--- config.mk ---
export PLATFORM = sky130hd
export DESIGN_NAME = hdr_rgb_to_rgbd_encoder
export DESIGN_NICKNAME = d
export VERILOG_FILES = /design/src/sv/hre_pkg.sv /design/src/sv/hre_max_stage.sv /design/src/sv/hre_div_cell.sv /design/src/sv/hre_out_stage.sv /design/src/sv/hdr_rgb_to_rgbd_encoder.sv
export SDC_FILE = /design/constraint.sdc
export NUM_CORES = 2
export LEC_CHECK = 0
export BUFFER_PORTS_ARGS = -buffer_cell sky130_fd_sc_hd__buf_4
export CAP_MARGIN = 5
export CORE_UTILIZATION = 60
export DETAILED_ROUTE_END_ITERATION = 10
export PLACE_DENSITY = 0.77
export SYNTH_ARGS = -nofsm -noshare
export SYNTH_HDL_FRONTEND = slang
export SYNTH_HIERARCHICAL = 1
export SYNTH_SLANG_ARGS = --single-unit
--- constraint.sdc ---
create_clock -name clk -period 14.6 [get_ports clk]
set_input_delay 2.92 -clock clk [delete_from_list [all_inputs] [get_ports clk]]
set_output_delay 2.92 -clock clk [all_outputs]
set_load 0.05 [all_outputs]
--- src/sv/hre_pkg.sv ---
`timescale 1ns / 1ps

package hre_pkg;

  localparam int CH_W     = 32;
  localparam int BYTE_W   = 8;
  localparam int FRAC_W   = 16;
  localparam int NUM_W    = BYTE_W + FRAC_W;
  localparam int DIV_BITS = BYTE_W;
  localparam int CMP_W    = CH_W + DIV_BITS;
  localparam int PROD_W   = CH_W + BYTE_W;
  // max stage, one cell per quotient bit, output stage
  localparam int LATENCY  = DIV_BITS + 2;

  localparam logic [BYTE_W-1:0] BYTE_MAX  = {BYTE_W{1'b1}};
  localparam logic [BYTE_W-1:0] BYTE_ONE  = {{(BYTE_W-1){1'b0}}, 1'b1};
  localparam logic [BYTE_W-1:0] BYTE_ZERO = '0;
  // 255 in UQ8.16
  localparam logic [NUM_W-1:0] NUMERATOR = {BYTE_MAX, {FRAC_W{1'b0}}};
  // quotient reaches 256 or more when the max is at most 255/256
  localparam logic [CH_W-1:0] SAT_LIMIT = {{(CH_W-FRAC_W){1'b0}}, BYTE_MAX, {BYTE_W{1'b0}}};

  typedef struct packed {
    logic              valid;
    logic [CH_W-1:0]   red;
    logic [CH_W-1:0]   green;
    logic [CH_W-1:0]   blue;
    logic [CH_W-1:0]   hmax;
    logic [NUM_W-1:0]  rem;
    logic [BYTE_W-1:0] quo;
    logic              sat;
  } hre_cell_t;

endpackage

--- src/sv/hre_max_stage.sv ---
`timescale 1ns / 1ps

module hre_max_stage (
  input  logic                     clk,
  input  logic                     rst_n,
  input  logic                     take,
  input  logic [hre_pkg::CH_W-1:0] red,
  input  logic [hre_pkg::CH_W-1:0] green,
  input  logic [hre_pkg::CH_W-1:0] blue,
  output hre_pkg::hre_cell_t       cell_o
);

  logic [hre_pkg::CH_W-1:0] rg_max;
  logic [hre_pkg::CH_W-1:0] hmax;
  logic                     valid_r;
  hre_pkg::hre_cell_t       data_r;
  hre_pkg::hre_cell_t       data_nxt;

  assign rg_max = (green > red) ? green : red;
  assign hmax   = (blue > rg_max) ? blue : rg_max;

  always_comb begin
    data_nxt       = data_r;
    data_nxt.valid = 1'b0;
    data_nxt.red   = red;
    data_nxt.green = green;
    data_nxt.blue  = blue;
    data_nxt.hmax  = hmax;
    data_nxt.rem   = hre_pkg::NUMERATOR;
    data_nxt.quo   = hre_pkg::BYTE_ZERO;
    data_nxt.sat   = (hmax <= hre_pkg::SAT_LIMIT);
  end

  always_ff @(posedge clk) begin
    if (!rst_n) begin
      valid_r <= 1'b0;
    end else begin
      valid_r <= take;
    end
    data_r <= data_nxt;
  end

  always_comb begin
    cell_o       = data_r;
    cell_o.valid = valid_r;
  end

endmodule

--- src/sv/hre_div_cell.sv ---
`timescale 1ns / 1ps

module hre_div_cell #(
  parameter int BIT = 0
) (
  input  logic               clk,
  input  logic               rst_n,
  input  hre_pkg::hre_cell_t cell_i,
  output hre_pkg::hre_cell_t cell_o
);

  localparam logic [$clog2(hre_pkg::BYTE_W)-1:0] QBIT = BIT[$clog2(hre_pkg::BYTE_W)-1:0];

  logic [hre_pkg::CMP_W-1:0] div_sh;
  logic [hre_pkg::CMP_W-1:0] rem_ext;
  logic [hre_pkg::CMP_W-1:0] diff;
  logic                      ge;
  logic                      valid_r;
  hre_pkg::hre_cell_t        data_r;
  hre_pkg::hre_cell_t        data_nxt;

  // trial subtract of the max shifted to this quotient bit
  assign div_sh  = {{hre_pkg::DIV_BITS{1'b0}}, cell_i.hmax} << BIT;
  assign rem_ext = {{(hre_pkg::CMP_W-hre_pkg::NUM_W){1'b0}}, cell_i.rem};
  assign diff    = rem_ext - div_sh;
  assign ge      = (rem_ext >= div_sh);

  always_comb begin
    data_nxt = cell_i;
    if (ge) begin
      data_nxt.rem = diff[hre_pkg::NUM_W-1:0];
    end
    data_nxt.quo[QBIT] = ge;
  end

  always_ff @(posedge clk) begin
    if (!rst_n) begin
      valid_r <= 1'b0;
    end else begin
      valid_r <= cell_i.valid;
    end
    data_r <= data_nxt;
  end

  always_comb begin
    cell_o       = data_r;
    cell_o.valid = valid_r;
  end

endmodule

--- src/sv/hre_out_stage.sv ---
`timescale 1ns / 1ps

module hre_out_stage (
  input  logic                       clk,
  input  logic                       rst_n,
  input  hre_pkg::hre_cell_t         cell_i,
  output logic                       valid,
  output logic [hre_pkg::BYTE_W-1:0] red_byte,
  output logic [hre_pkg::BYTE_W-1:0] green_byte,
  output logic [hre_pkg::BYTE_W-1:0] blue_byte,
  output logic [hre_pkg::BYTE_W-1:0] scale_byte
);

  logic [hre_pkg::BYTE_W-1:0] scale;
  logic [hre_pkg::PROD_W-1:0] prod_red;
  logic [hre_pkg::PROD_W-1:0] prod_green;
  logic [hre_pkg::PROD_W-1:0] prod_blue;
  logic                       valid_r;
  logic [hre_pkg::BYTE_W-1:0] red_r;
  logic [hre_pkg::BYTE_W-1:0] green_r;
  logic [hre_pkg::BYTE_W-1:0] blue_r;
  logic [hre_pkg::BYTE_W-1:0] scale_r;
  logic [hre_pkg::BYTE_W-1:0] red_nxt;
  logic [hre_pkg::BYTE_W-1:0] green_nxt;
  logic [hre_pkg::BYTE_W-1:0] blue_nxt;

  // clamp quotient to 1..255
  always_comb begin
    if (cell_i.sat) begin
      scale = hre_pkg::BYTE_MAX;
    end else if (cell_i.quo == hre_pkg::BYTE_ZERO) begin
      scale = hre_pkg::BYTE_ONE;
    end else begin
      scale = cell_i.quo;
    end
  end

  assign prod_red   = {{hre_pkg::BYTE_W{1'b0}}, cell_i.red}   * {{hre_pkg::CH_W{1'b0}}, scale};
  assign prod_green = {{hre_pkg::BYTE_W{1'b0}}, cell_i.green} * {{hre_pkg::CH_W{1'b0}}, scale};
  assign prod_blue  = {{hre_pkg::BYTE_W{1'b0}}, cell_i.blue}  * {{hre_pkg::CH_W{1'b0}}, scale};

  // drop fraction, saturate integer part
  always_comb begin
    red_nxt   = (|prod_red[hre_pkg::PROD_W-1:hre_pkg::NUM_W]) ? hre_pkg::BYTE_MAX
                : prod_red[hre_pkg::NUM_W-1:hre_pkg::FRAC_W];
    green_nxt = (|prod_green[hre_pkg::PROD_W-1:hre_pkg::NUM_W]) ? hre_pkg::BYTE_MAX
                : prod_green[hre_pkg::NUM_W-1:hre_pkg::FRAC_W];
    blue_nxt  = (|prod_blue[hre_pkg::PROD_W-1:hre_pkg::NUM_W]) ? hre_pkg::BYTE_MAX
                : prod_blue[hre_pkg::NUM_W-1:hre_pkg::FRAC_W];
  end

  always_ff @(posedge clk) begin
    if (!rst_n) begin
      valid_r <= 1'b0;
    end else begin
      valid_r <= cell_i.valid;
    end
    red_r   <= red_nxt;
    green_r <= green_nxt;
    blue_r  <= blue_nxt;
    scale_r <= scale;
  end

  assign valid      = valid_r;
  assign red_byte   = red_r;
  assign green_byte = green_r;
  assign blue_byte  = blue_r;
  assign scale_byte = scale_r;

endmodule

--- src/sv/hdr_rgb_to_rgbd_encoder.sv ---
`timescale 1ns / 1ps

// channel   ports                                   width     handshake
// request   in_red, in_green, in_blue               3 x 32    start high, busy low
// result    out_red_byte, out_green_byte,           4 x 8     out_valid strobe, one cycle
//           out_blue_byte, out_scale_byte
//
// one pixel accepted every cycle, busy never rises
// each result passes through one max register, one divider cell per scale
//   bit (eight), and one multiply and saturate register
// synchronous active-low reset clears only the valid bits of the chain
// the receiver cannot stall, so the chain advances every cycle

module hdr_rgb_to_rgbd_encoder (
  input  logic                       clk,
  input  logic                       rst_n,
  input  logic                       start,
  output logic                       busy,
  input  logic [hre_pkg::CH_W-1:0]   in_red,
  input  logic [hre_pkg::CH_W-1:0]   in_green,
  input  logic [hre_pkg::CH_W-1:0]   in_blue,
  output logic                       out_valid,
  output logic [hre_pkg::BYTE_W-1:0] out_red_byte,
  output logic [hre_pkg::BYTE_W-1:0] out_green_byte,
  output logic [hre_pkg::BYTE_W-1:0] out_blue_byte,
  output logic [hre_pkg::BYTE_W-1:0] out_scale_byte
);

  // chain[0] is the max stage output, chain[k] the output of the k-th divider cell
  hre_pkg::hre_cell_t chain [hre_pkg::DIV_BITS+1];

  // fully pipelined, never holds requests off
  assign busy = 1'b0;

  // largest channel, saturation flag and initial remainder
  hre_max_stage u_max (
    .clk    (clk),
    .rst_n  (rst_n),
    .take   (start && !busy),
    .red    (in_red),
    .green  (in_green),
    .blue   (in_blue),
    .cell_o (chain[0])
  );

  // restoring division of 255.0 by the max, one quotient bit per cell, msb first
  for (genvar k = 0; k < hre_pkg::DIV_BITS; k++) begin : g_cell
    hre_div_cell #(
      .BIT (hre_pkg::DIV_BITS - 1 - k)
    ) u_cell (
      .clk    (clk),
      .rst_n  (rst_n),
      .cell_i (chain[k]),
      .cell_o (chain[k+1])
    );
  end

  // clamp scale, multiply channels and saturate to bytes
  hre_out_stage u_out (
    .clk        (clk),
    .rst_n      (rst_n),
    .cell_i     (chain[hre_pkg::DIV_BITS]),
    .valid      (out_valid),
    .red_byte   (out_red_byte),
    .green_byte (out_green_byte),
    .blue_byte  (out_blue_byte),
    .scale_byte (out_scale_byte)
  );

`ifndef SYNTHESIS
  // every request comes out after the fixed latency
  a_latency: assert property (@(posedge clk) disable iff (!rst_n)
    (start && !busy) |-> ##(hre_pkg::LATENCY) out_valid)
    else $error("request lost in the cell chain");

  // no result without a request at the matching time
  a_no_spurious: assert property (@(posedge clk) disable iff (!rst_n)
    out_valid |-> $past(start, hre_pkg::LATENCY))
    else $error("result without a request");

  // scale is clamped away from zero
  a_scale_nonzero: assert property (@(posedge clk) disable iff (!rst_n)
    out_valid |-> (out_scale_byte != hre_pkg::BYTE_ZERO))
    else $error("scale byte is zero");

  // a black pixel gives full scale and zero colors
  a_black: assert property (@(posedge clk) disable iff (!rst_n)
    (start && !busy && in_red == '0 && in_green == '0 && in_blue == '0)
      |-> ##(hre_pkg::LATENCY) (out_scale_byte == hre_pkg::BYTE_MAX
                                && out_red_byte == hre_pkg::BYTE_ZERO))
    else $error("black pixel encoded wrong");
`endif

endmodule
# Word level (Yosys, flattened, before mapping)
# Cells that the tools add are included.
[word_totals] elab_cells=108 register_bits=1375
[op_classes] muxes=10 mul=3 n_reduce_logical=4 n_addsub=7 n_lt_le_gt_ge=11
[op_table] cell="$mux 24" n=6
[op_table] cell="$sub 24x24->24" n=6
[op_table] cell="$mul 32x8->40" n=3
[op_table] cell="$gt 32x32->1" n=2
[op_table] cell="$mux 32" n=2
[op_table] cell="$reduce_or 16->1" n=3
[op_table] cell="$ge 24x39->1 const A" n=1
[op_table] cell="$ge 24x38->1" n=1
[op_table] cell="$ge 24x37->1" n=1
[op_table] cell="$ge 24x36->1" n=1
[op_table] cell="$ge 24x35->1" n=1
[op_table] cell="$ge 24x34->1" n=1
[op_table] cell="$ge 24x33->1" n=1
[op_table] cell="$ge 24x32->1" n=1
[op_table] cell="$le 32x16->1 const B" n=1
[op_table] cell="$sub 24x24->24 const A" n=1
[op_table] cell="$mux 8" n=2
[op_table] cell="$logic_not 8->1" n=1

# Logic depth before layout (Yosys ltp)
[logic_depth] ltp_word=5 mapped_depth=26

# Hierarchy
# Netlist, hierarchy kept.
[by_module_without_submodules] mod="hre_out_stage" seq_area_each_um2=660.6 area_per_inst_um2=25254.2 n_inst=1 cells_each=2967
[by_module_without_submodules] mod="hre_max_stage" seq_area_each_um2=2602.5 area_per_inst_um2=5820.6 n_inst=1 cells_each=585
[by_module_without_submodules] mod="hre_div_cell at g_cell[7].u_cell" seq_area_each_um2=3243.1 area_per_inst_um2=5078.6 n_inst=1 cells_each=407
[by_module_without_submodules] mod="hre_div_cell at g_cell[5].u_cell" seq_area_each_um2=3243.1 area_per_inst_um2=4981.0 n_inst=1 cells_each=388
[by_module_without_submodules] mod="hre_div_cell at g_cell[6].u_cell" seq_area_each_um2=3243.1 area_per_inst_um2=4934.7 n_inst=1 cells_each=384
[by_module_without_submodules] mod="hre_div_cell at g_cell[3].u_cell" seq_area_each_um2=3243.1 area_per_inst_um2=4629.4 n_inst=1 cells_each=353
[by_module_without_submodules] mod="hre_div_cell at g_cell[1].u_cell" seq_area_each_um2=3243.1 area_per_inst_um2=4618.2 n_inst=1 cells_each=351
[by_module_without_submodules] mod="hre_div_cell at g_cell[2].u_cell" seq_area_each_um2=3243.1 area_per_inst_um2=4610.7 n_inst=1 cells_each=355
[by_module_without_submodules] mod="hre_div_cell at g_cell[4].u_cell" seq_area_each_um2=3243.1 area_per_inst_um2=4596.9 n_inst=1 cells_each=373
[by_module_without_submodules] mod="hre_div_cell at g_cell[0].u_cell" seq_area_each_um2=3243.1 area_per_inst_um2=4534.3 n_inst=1 cells_each=337
[by_module_without_submodules] mod="hdr_rgb_to_rgbd_encoder" seq_area_each_um2=0.0 area_per_inst_um2=11.3 n_inst=1 cells_each=2

# Least setup slack after synthesis
# Ideal clock, no wire load.
[synth_path] kind="in2reg" start="input port in_red[14] (netlist bit)" end="register u_max.data_r (netlist bit u_max/cell_o[0])" path_slack_ps=6832 n_path_buf=3 setup_ps=103 stages=22 t_arrival_ps=7664 required_ps=14497 cell_sequence="inv_1 > ha_1 > nand4_1 > nor4_1 > nand3_1 > a21bo_2 > buf_2 > buf_1 > o32ai_1 > nor3_1 > inv_1 > ha_1 > nand4_2 > nor2_1 > a221o_1 > o311a_1 > clkbuf_2 > o21ai_0 > o31ai_1 > or4_1 > or4_1 > a2111oi_2"
[synth_lines] item="start: declaration" line="hdr_rgb_to_rgbd_encoder.sv:19" source="input logic [hre_pkg::CH_W-1:0] in_red,"
[synth_lines] item="end signal: assignment" line="hre_max_stage.sv:40" source="data_r <= data_nxt;"
[synth_lines] item="end: declaration" line="hre_max_stage.sv:16" source="hre_pkg::hre_cell_t data_r;"

==> results.py <==
metrics = {
    "outcome": {
        "outcome": "finished clean",
    },
    "sta": {
        "rsz0062_at_grt": "no",
        "finalHoldViolations": 0,
        "slew_headroom": 0.1744,
        "finClkSkew_ps": 62.20,
        "setup_viol": 0,
        "maxSlewViolCount": 0,
        "tightest_slew_ps": 1238,
        "fin_tns_setup_ps": 0,
        "finalCriticalPeriod_ps": 9184,
        "max_freq_mhz": 108.9,
        "period_share": 0.6291,
    },
    "clock_network": {
        "cts_setup_buffers": 0,
        "clkSinkCount": 1375,
        "cts_inserted_buffers": 131,
        "htreeDepth": 4,
        "clkTransAtPathRegs_ps": 60,
        "clock_latency_ps": 750,
        "cts_hold_buf": 0,
        "clockBufferDepth": 3,
        "cts_resized": 0,
        "cts-root-buf": "clkbuf_16",
        "cts_tree": "built",
    },
    "global_route": {
        "grtUsageTotal": 0.2801,
        "antenna_found_initial": 7,
        "grt-ovfl-total": 0,
        "grt_start_max_net_pins": 98,
        "grt_pass1_vias": 45506,
        "grt_pass1_wl_um": 246900,
    },
    "worst_setup_path": {
        "path_class": "input pin to register",
        "r2r-start": "g_cell[7].u_cell/cell_o[0]$_DFF_P_",
        "critPathLaunchType": "input pin",
        "rr_worst_depth": 18,
        "cp-end-kind": "register",
        "cp.required_ps": 15240,
        "cpMaxStageDelayCell": "or2_2",
        "crit_arrival_ps": 9820,
        "path_max_fanout": 60,
        "cp_slowest_stage_delay_ps": 940,
        "path_cells": "buf_4 > inv_1 > ha_1 > nand4_1 > nor4_1 > nand3_1 > a21bo_2 > o32ai_1 > nor3_1 > inv_1 > ha_1 > nand4_1 > nor4_2 > o311a_1 > or2_2 > o31ai_1 > or4_1 > or4_1 > a2111oi_2",
        "r2r_slack_ps": 6350,
        "r2r_end": "u_out/red_byte[2]$_SDFF_PP1_",
    },
    "min_path": {
        "hp-class": "register to register",
        "min_to": "g_cell[0].u_cell/cell_o[90]$_DFF_P_",
        "hold_path_depth": 0,
        "hold_start": "u_max/cell_o[90]$_DFF_P_",
    },
    "drt": {
        "first_pass_iters": 7,
        "wl_um": 155400,
        "drc": 0,
        "drtAntennaViolNets": 0,
        "dr.first_iter.drc_count": 3282,
        "via_per_inst": 5.599,
        "vias": 44369,
        "wl_per_cell_um": 19.61,
    },
    "power": {
        "power.ir.vdd_worst_mv": 0.1393,
        "p_sw_frac": 0.2870,
        "internal_power_w": 0.006816,
        "power_frac_seq": 0.457,
        "p_leak_nw": 32.89,
        "power.net_switching_w": 0.002744,
        "p_per_area_nw_per_um2": 131.5,
        "p_clk_frac": 0.368,
        "p_comb_frac": 0.175,
    },
    "synth": {
        "syn_inst": 6274,
        "synth_warnings": 6,
        "syn_avg_cell_area_um2": 10.57,
        "syn-cell-area_um2": 66300,
    },
    "die": {
        "io_pins": 133,
        "core_area_um2": 109200,
        "row_count": 121,
        "start_util": 0.6074,
        "die_x_um": 334.4,
        "die-area_um2": 111800,
        "die_y_um": 334.4,
    },
    "finish": {
        "area_growth_pct": 9.703,
        "drive_gt1_frac": 0.08871,
        "final-instance-count-excl-fill": 7925,
        "multiInputGateArea_um2": 34950,
        "fillers": 8141,
        "regArea_um2": 27530,
        "num-nets-final": 7387,
        "fin_util": 0.6663,
    },
    "place": {
        "finalWeightedCongestion": 0.9207,
        "dp.final_hpwl_um": 114000,
        "io_buffer_count": 131,
        "place_inst": 7687,
    },
    "flow_run": {
        "drv_cap": 0,
    },
}
==> layout make-up <==
type,count,area share
diodes,1,0.00003441
clock buffers,174,0.05005
clock inverters,63,0.01325
inverters,714,0.03692
multi-input cells,3973,0.4805
flip-flops and latches,1375,0.3785
well taps,1476,0.02539
repair buffers,149,0.01538
==> state kept, by name, summed over array words and instances, names as in the netlist <==
signal and count:
g_cell.u_cell/cell_o 1204, u_out/green_byte 8, u_out/red_byte 8, u_max/valid_r 1
g_cell.u_cell/valid_r 8, u_max/cell_o 129, u_out/scale_byte 8, u_out/valid 1
u_out/blue_byte 8
==> power by group through the flow <==
stage / combinational (W) / clock, W / sequential, W
3_3_place_gp: 0.00158 / 0 / 0.00443
4_1_cts: 0.00165 / 0.00358 / 0.00437
6_report: 0.00168 / 0.00352 / 0.00437
3_5_place_dp: 0.00162 / 0 / 0.00444
2_1_floorplan: 0.00130 / 0 / 0.00430
5_1_grt: 0.00185 / 0.00374 / 0.00440
==> layer usage <==
layer | vias to the layer above | global-route usage | part of all wire
met3 | 310 | 0.04794 | 0.059
met5 | - | 0 | 0.000084
li1 | 20909 | - | -
met1 | 21691 | 0.3668 | 0.43
met4 | 2 | 0.1038 | 0.035
met2 | 1457 | 0.4656 | 0.47
==> worst max-delay path: cells and delay by family <==
kind / cells / cell delay [ps]
adder cells (fa/ha/maj): 2 / 650
AND/OR/NAND/NOR: 9 / 4030
AO/OA/AOI/OAI: 5 / 1880
buffers and inverters: 3 / 310
==> worst max path at each step <==
| stage | startpoint | to | slack [ps] | cells after the start |
|---|---|---|---|---|
| 6_report | in_red[14] | u_max/cell_o[0]$_DFF_P_ | 5420 | 19 |
| 4_1_cts | in_red[14] | u_max/cell_o[0]$_DFF_P_ | 5590 | 20 |
| 2_1_floorplan | in_red[14] | u_max/cell_o[0]$_DFF_P_ | 6830 | 22 |
| 3_3_place_gp | in_red[14] | u_max/cell_o[0]$_DFF_P_ | 4940 | 20 |
| 5_1_grt | in_red[14] | u_max/cell_o[0]$_DFF_P_ | 5190 | 20 |
| 3_5_place_dp | in_red[14] | u_max/cell_o[0]$_DFF_P_ | 4840 | 20 |
==> placed cells by master, fill, tap and decap left out, types with 131 or more instances in the layout <==
cell	instances
a21oi_1	282
and2_1	602
buf_4	149
clkbuf_16	131
dfxtp_1	1375
fa_1	545
ha_1	399
inv_1	713
nand2_1	475
nor2_1	177
o21ai_0	193
==> per-stage QoR <==
stage	power (W)	hold WS [ps]	cell area, µm²	setup slack [ps]
3_5_place_dp	0.006062	312.1	68120	4841
3_3_place_gp	0.006014	309.5	68120	4945
4_1_cts	0.009593	313.1	72730	5589
2_1_floorplan	0.005608	309.6	66380	6832
6_report	0.009560	308.3	72730	5416
5_1_grt	0.009981	324.4	72730	5188
Note: power is estimated with default switching activity, not from simulation.
